`src/design/vsc_pkg.sv`:
```
// Shared types, widths and the power table of the vector sine contrast block.
package vsc_pkg;

  localparam int POWER_TABLE_ENTRIES  = 256;
  localparam int RESULT_FRACTION_BITS = 16;

  localparam int HUE_W   = 16;
  localparam int GAIN_W  = 8;
  localparam logic [GAIN_W-1:0] GAIN_RESET = 8'd65;
  localparam int X_W     = 24;
  localparam int SQ_W    = 48;
  localparam int CROSS_W = 41;
  localparam int HALF_W  = 24;
  localparam int WIDE_W  = 96;
  localparam int QUOT_W  = 33;
  localparam int SINE_W  = 17;
  localparam int SINE_FRAC = 16;
  localparam int OUT_W   = 16;

  localparam int IDX_W   = $clog2(POWER_TABLE_ENTRIES);
  localparam int TAB_W   = RESULT_FRACTION_BITS + 1;
  localparam int P_W     = SINE_W + IDX_W;
  localparam logic [IDX_W-1:0] LAST_IDX = IDX_W'(POWER_TABLE_ENTRIES - 1);
  localparam logic [TAB_W-1:0] RES_MAX = TAB_W'((1 << RESULT_FRACTION_BITS) - 1);
  localparam logic [255:0] TableDen =
    256'(POWER_TABLE_ENTRIES - 1) * 256'(POWER_TABLE_ENTRIES - 1);

  typedef struct packed {
    logic valid;
    logic degen;
  } vsc_tag_t;

  typedef logic [TAB_W-1:0] pow_tab_t [POWER_TABLE_ENTRIES];

  function automatic pow_tab_t build_pow_table();
    pow_tab_t    tab;
    logic [255:0] target;
    logic [255:0] cand;
    logic [255:0] p5;
    logic [TAB_W-1:0] t;
    for (int i = 0; i < POWER_TABLE_ENTRIES; i++) begin
      target = ((256'(i) * 256'(i)) << (5 * RESULT_FRACTION_BITS)) / TableDen;
      t = '0;
      for (int b = TAB_W - 1; b >= 0; b--) begin
        cand = 256'(t | (TAB_W'(1) << b));
        p5 = cand * cand * cand * cand * cand;
        if (p5 <= target) begin
          t = cand[TAB_W-1:0];
        end
      end
      tab[i] = t;
    end
    return tab;
  endfunction

  localparam pow_tab_t POW_TABLE = build_pow_table();

endpackage

```
`src/design/vsc_isqrt.sv`:
```
// Integer square root, one root bit per stage, with a running square.
module vsc_isqrt import vsc_pkg::*; (
  input  logic              clk_i,
  input  logic              rst_ni,
  input  vsc_tag_t          tag_i,
  input  logic [QUOT_W-1:0] rad_i,
  output vsc_tag_t          tag_o,
  output logic [SINE_W-1:0] root_o
);

  localparam int ACC_W = 2 * SINE_W + 1;

  vsc_tag_t          tag_q  [SINE_W];
  logic [SINE_W-1:0] root_q [SINE_W];
  logic [ACC_W-1:0]  sq_q   [SINE_W-1];
  logic [QUOT_W-1:0] rad_q  [SINE_W-1];

  for (genvar k = 0; k < SINE_W; k++) begin : g_stage
    localparam int B = SINE_W - 1 - k;
    logic [SINE_W-1:0] s_in;
    logic [ACC_W-1:0]  sq_in, cand_sq;
    logic [QUOT_W-1:0] r_in;
    vsc_tag_t          t_in;
    logic              take;

    if (k == 0) begin : g_first
      assign s_in  = '0;
      assign sq_in = '0;
      assign r_in  = rad_i;
      assign t_in  = tag_i;
    end else begin : g_next
      assign s_in  = root_q[k-1];
      assign sq_in = sq_q[k-1];
      assign r_in  = rad_q[k-1];
      assign t_in  = tag_q[k-1];
    end

    assign cand_sq = sq_in + (ACC_W'(s_in) << (B + 1)) + (ACC_W'(1) << (2 * B));
    assign take    = cand_sq <= ACC_W'(r_in);

    always_ff @(posedge clk_i or negedge rst_ni) begin
      if (!rst_ni) begin
        tag_q[k] <= '0;
      end else begin
        tag_q[k] <= t_in;
      end
    end

    always_ff @(posedge clk_i) begin
      root_q[k] <= take ? (s_in | (SINE_W'(1) << B)) : s_in;
    end

    if (k < SINE_W - 1) begin : g_carry
      always_ff @(posedge clk_i) begin
        sq_q[k]  <= take ? cand_sq : sq_in;
        rad_q[k] <= r_in;
      end
    end
  end

  assign tag_o  = tag_q[SINE_W-1];
  assign root_o = root_q[SINE_W-1];

endmodule

```
`config.mk`:
```
export PLATFORM = sky130hd
export DESIGN_NAME = vsc_isqrt
export DESIGN_NICKNAME = d
export VERILOG_FILES = /design/src/design/vsc_pkg.sv /design/src/design/vsc_isqrt.sv
export SDC_FILE = /design/constraint.sdc
export NUM_CORES = 1
export LEC_CHECK = 0
export ABC_CLOCK_PERIOD_IN_PS = 6350
export BUFFER_PORTS_ARGS = -buffer_cell sky130_fd_sc_hd__buf_2
export CAP_MARGIN = 10
export CORE_MARGIN = 4
export CORE_UTILIZATION = 55
export CTS_CLUSTER_DIAMETER = 120
export CTS_CLUSTER_SIZE = 24
export DETAILED_ROUTE_END_ITERATION = 6
export GPL_TIMING_DRIVEN = 0
export PLACE_DENSITY = 0.77
export REMOVE_ABC_BUFFERS = 1
export SLEW_MARGIN = 20
export SYNTH_ARGS = -nofsm -noshare
export SYNTH_HDL_FRONTEND = slang
export SYNTH_SLANG_ARGS = --single-unit
```
`constraint.sdc`:
```
create_clock -name clk_i -period 6.35 [get_ports clk_i]
set_clock_uncertainty 0.1 [all_clocks]
set_input_delay 0.9525 -clock clk_i [delete_from_list [all_inputs] [get_ports clk_i]]
set_output_delay 0.9525 -clock clk_i [all_outputs]
set_load 0.05 [all_outputs]
```
# Yosys cells after proc, flatten, opt, wreduce, memory -nomap -nowiden
# Memory sizes are Yosys's and may differ from the RTL's.
# Index checks and enable logic that the tools add are counted.
dict set report totals {
  reg_bits 34
  latchBits 0
  mem_bits_rw 1377
  mem_bits_ro 0
  in_bits 37
  output_inout_bits 19
  memories 3
}
dict set report classes {
  add_sub_neg 32
  n_mul 0
  n_div 0
  n_lt_le_gt_ge 17
  eq_ne 0
  n_shift 0
  n_mux 33
  bitwise_logic 0
  n_reduce_logical 0
}
# name depth word_bits rd rd_clocked_by_memory_dff wr line
set mem_list {}
lappend mem_list {sq_q 16 35 16 0 16 vsc_isqrt.sv:15} ;# logic [ACC_W-1:0] sq_q [SINE_W-1];
lappend mem_list {rad_q 16 33 16 0 16 vsc_isqrt.sv:16} ;# logic [QUOT_W-1:0] rad_q [SINE_W-1];
lappend mem_list {root_q 17 17 17 0 17 vsc_isqrt.sv:14} ;# logic [SINE_W-1:0] root_q [SINE_W];
# op count
set op_table {}
lappend op_table {{35-bit by 33-bit less-or-equal comparator with 1-bit output} 16}
lappend op_table {{35-bit two-way mux} 15}
lappend op_table {{35-bit by 1-bit adder with 35-bit output, second input constant} 1}
lappend op_table {{35-bit by 11-bit adder with 35-bit output, second input constant} 1}
lappend op_table {{35-bit by 13-bit adder with 35-bit output, second input constant} 1}
lappend op_table {{35-bit by 15-bit adder with 35-bit output, second input constant} 1}
lappend op_table {{35-bit by 17-bit adder with 35-bit output, second input constant} 1}
lappend op_table {{35-bit by 18-bit adder with 35-bit output} 1}
lappend op_table {{35-bit by 19-bit adder with 35-bit output} 1}
lappend op_table {{35-bit by 19-bit adder with 35-bit output, second input constant} 1}
lappend op_table {{35-bit by 20-bit adder with 35-bit output} 1}
lappend op_table {{35-bit by 21-bit adder with 35-bit output} 1}
lappend op_table {{35-bit by 21-bit adder with 35-bit output, second input constant} 1}
lappend op_table {{35-bit by 22-bit adder with 35-bit output} 1}
lappend op_table {{35-bit by 23-bit adder with 35-bit output} 1}
lappend op_table {{35-bit by 23-bit adder with 35-bit output, second input constant} 1}
lappend op_table {{35-bit by 24-bit adder with 35-bit output} 1}
lappend op_table {{35-bit by 25-bit adder with 35-bit output} 1}
lappend op_table {{35-bit by 25-bit adder with 35-bit output, second input constant} 1}
lappend op_table {{35-bit by 26-bit adder with 35-bit output} 1}
lappend op_table {{35-bit by 27-bit adder with 35-bit output} 1}
lappend op_table {{35-bit by 27-bit adder with 35-bit output, second input constant} 1}
lappend op_table {{35-bit by 28-bit adder with 35-bit output} 1}
lappend op_table {{35-bit by 29-bit adder with 35-bit output} 1}
lappend op_table {{29 further kinds} 29}

# Logic depth before layout (Yosys ltp)
# An unclocked memory read counts as a cell.
dict set report logic_depth {
  depth_word 5
  mapped_depth 19
  mapped_depth_nobuf 18
}

# Worst setup path after synthesis
# OpenSTA, ideal clock, no wires.
dict set report synth_path {
  kind {register -> register}
  start {memory root_q[14][8]}
  end {memory sq_q[15][15] (netlist bit)}
  setup_time_ns 0.123
  arrival_time_ns 4.191
  t_required_ns 6.127
  slack_ns 1.936
  stages_incl_launch_ff 19
  path_buffers 1
  period_less_slack_ns 4.414
  path_cell_list {dfxtp_1 ha_1 a21o_1 a221o_1 a21o_1 a221oi_1 o21bai_1 a21oi_1 xnor2_1 ha_1 nand4_1 nor3_1 a221o_1 a211o_1 a211oi_2 a21oi_2 a21oi_4 buf_6 mux2_1}
}
# item line
set synth_rtl {}
lappend synth_rtl {{from (decl)} vsc_isqrt.sv:14}
lappend synth_rtl {{to (decl)} vsc_isqrt.sv:15}

==> results.py <==
metrics = {
    "critical_path": {
        "cp_num_buf_inv": 0,
        "worstSetupPathType": "reg2reg",
        "arrival_ns": 6.00,
        "cpPeakStageDelay_ns": 0.76,
        "path_max_fanout": 16,
        "cp-end-kind": "flip-flop",
        "startpoint_type": "flip-flop",
        "cp_slowest_cell": "a21oi_2",
        "critPathTopFamily": "compound AO/OA/AOI/OAI gates",
        "cp_cell_sequence": "ha_1 -> and3_1 -> a221o_1 -> a21o_1 -> a221oi_1 -> o21bai_1 -> a21oi_1 -> xnor2_1 -> ha_1 -> nand4_1 -> nor3_1 -> a221o_1 -> a211o_1 -> a211oi_2 -> a21oi_2 -> a21oi_4 -> mux2_1",
        "required_ns": 6.75,
    },
    "clock_network": {
        "clock_latency_ns": 0.63,
        "post_cts_resized": 0,
        "htreeDepth": 2,
        "cts_inserted_buffers": 46,
        "hold_buffers": 0,
        "cts_tree": "done",
        "cts-root-buf": "clkbuf_16",
        "post_cts_buffers": 0,
        "cts_sinks": 970,
        "path_clk_slew_ns": 0.09,
        "clk_path_buf_depth": 3,
    },
    "logic_synthesis": {
        "yosysWarningCount": 0,
        "synth_top_area_frac": 0.499,
        "seq_area_frac_synth": 0.522,
        "synthFlopType": "dfxtp_1",
        "synthCells": 3455,
        "ys_ff_latch": 970,
        "async_flop_share": 0.0351,
        "yosysMostFrequentCell": "dfxtp_1",
        "synth_common_cells": "dfxtp_1, ha_1, inv_1, xnor2_1, a21oi_1",
        "synth_cell_types": 92,
        "synth_area_per_cell_sq_um": 10.9,
        "synth_area_leaders": "dfxtp_1, ha_1, xnor2_1",
        "synth_edf_count": 0,
        "synth_area_sq_mm": 0.0375,
        "netlist.top_cell.by_area": "dfxtp_1",
    },
    "floorplanning": {
        "core_sq_mm": 0.0674,
        "initial_core_util": 0.557,
        "ios": 56,
        "die_area_sq_mm": 0.0725,
        "die_y_um": 269,
        "fp-row-count": 95,
        "die_w_um": 269,
    },
    "sta": {
        "rsz0062_at_grt": "no",
        "hold_viol_final": 0,
        "fin_crit_ns": 5.60,
        "max_freq_mhz": 178,
        "period_share": 0.883,
        "finalMaxSlewViolations": 0,
        "setup_tns_ns": 0,
        "slew_headroom": 0.299,
        "tightest_slew_ns": 1.04,
        "setup_viol": 0,
    },
    "cells_and_area": {
        "drive_gt1_frac": 0.0668,
        "fillerInstances": 5575,
        "insertedDiodeCount": 0,
        "areaGrowthSynthToFinish_pct": 6.60,
        "fin_nets": 3923,
        "fin_cells": 4405,
        "fin_util": 0.594,
    },
    "pwr": {
        "leakage_uw": 0.0181,
        "p_total_uw": 21100,
        "ir_drop_mv": 0.296,
        "pwr_density_cell_mw_per_mm2": 526,
    },
    "place": {
        "dp_cells": 4349,
        "portBuffers": 55,
        "dp_hpwl_mm": 58.3,
        "gp_congestion": 0.912,
    },
    "route": {
        "vias": 23724,
        "antenna_left": 0,
        "first_pass_iters": 5,
        "routed_wl_mm": 72.7,
        "drc": 0,
        "drtIter0Drc": 916,
        "wire_per_inst_um": 16.5,
        "viasPerCell": 5.39,
    },
    "grt": {
        "grt.total_usage": 0.198,
        "grt_pass1_vias": 24276,
        "grt_pass1_wl_mm": 119,
        "antenna_found_initial": 0,
        "grt-ovfl-total": 0,
        "grt_max_degree": 35,
    },
    "run_status": {
        "outcome": "finished clean",
    },
    "flow_run": {
        "maxCapViolCount": 0,
    },
    "hold_path": {
        "hold_path.class": "reg2reg",
    },
}
==> metal layers <==
| layer | track usage | share of wire | vias to the layer above |
|---|---|---|---|
| met5 | 0 | 0 | - |
| met4 | 0.0837 | 0.045 | 0 |
| met3 | 0.0202 | 0.023 | 153 |
| li1 | - | - | 12170 |
| met1 | 0.206 | 0.39 | 11071 |
| met2 | 0.398 | 0.54 | 330 |
==> cells by family (layout without fill, tap and decap cells) <==
logic type / after synthesis / in the layout / share of synthesized area
flops: 970 / 970 / 0.522
simple gates: 789 / 789 / 0.112
compound gates: 573 / 573 / 0.105
fa+ha+maj: 362 / 362 / 0.121
buf+inv: 339 / 415 / 0.0357
xor+xnor: 326 / 326 / 0.0760
mux: 95 / 95 / 0.0284
other cells: 1 / 2 / 0.0000999
==> through the flow <==
stage,worst slack (ns),instance area (sq um),hold slack [ns]
floorplan,1.77,37300,0.222
global placement,0.153,38700,0.228
detailed placement,0.837,38800,0.231
CTS,0.789,40000,0.250
global route,0.525,40000,0.248
finish,0.746,40000,0.248
==> sequential cells by signal, indices dropped and copies added, names as in the netlist <==
name and count:
rad_q 528, sq_q 270, root_q 138, g_stage.t_in 32, tag_o 2
==> worst register-to-register path, stage by stage (launching register included) <==
cell and delay [ns]:
dfxtp_1 0.33, ha_1 0.37, and3_1 0.23, a221o_1 0.30, a21o_1 0.22, a221oi_1 0.43
o21bai_1 0.13, a21oi_1 0.19, xnor2_1 0.11, ha_1 0.30, nand4_1 0.16, nor3_1 0.63
a221o_1 0.27, a211o_1 0.21, a211oi_2 0.11, a21oi_2 0.76, a21oi_4 0.26, mux2_1 0.41
==> layout make-up <==
type	count	area, sq um	area share
clock buffers	52	1170	0.0293
well taps	873	1090	0.0273
multi-input cells	2147	16700	0.416
flip-flops and latches	970	19600	0.489
inverters	301	1130	0.0282
repair buffers	58	309	0.00772
clock inverters	4	72.6	0.00181
==> report_power, final <==
| part | switching, uW | internal (uW) |
|---|---|---|
| combinational | 5250 | 4440 |
| sequential | 944 | 7300 |
| clock | 1790 | 1340 |
| total | 7990 | 13100 |
==> layout by cell type (no fill, tap or decap), types with 34 or more instances in the layout <==
| cell type | instances |
|---|---|
| and2_1 | 38 |
| inv_1 | 300 |
| nand3_1 | 82 |
| xor2_1 | 149 |
| nand4_1 | 76 |
| a21oi_1 | 156 |
| nor2b_1 | 42 |
| clkbuf_16 | 46 |
| nand2_1 | 138 |
| dfrtp_1 | 34 |
| ha_1 | 362 |
| o21ai_0 | 65 |
| dfxtp_1 | 936 |
| buf_2 | 55 |
| mux2_2 | 78 |
| nor4_1 | 55 |
| a211oi_1 | 34 |
| a21o_1 | 98 |
| nor3_1 | 65 |
| nor2_1 | 140 |
| xnor2_1 | 177 |
==> worst paths after layout <==
path	from	to	slack [ns]	cells after the start
setup / recovery	root_q[14][9]$_DFF_P_	sq_q[15][12]$_DFF_P_	0.75	17
hold / removal	rad_q[5][37]$_DFF_P_	rad_q[6][4]$_DFF_P_	0.25	0
setup reg to reg	root_q[14][9]$_DFF_P_	sq_q[15][12]$_DFF_P_	0.75	17
hold reg to reg	rad_q[5][37]$_DFF_P_	rad_q[6][4]$_DFF_P_	0.25	0
max in group asynchronous	rst_ni	g_stage[12].t_in[1]$_DFF_PN0_	5.42	1
min in group asynchronous	rst_ni	g_stage[1].t_in[0]$_DFF_PN0_	0.28	1
(Power assumes the default switching activity.)
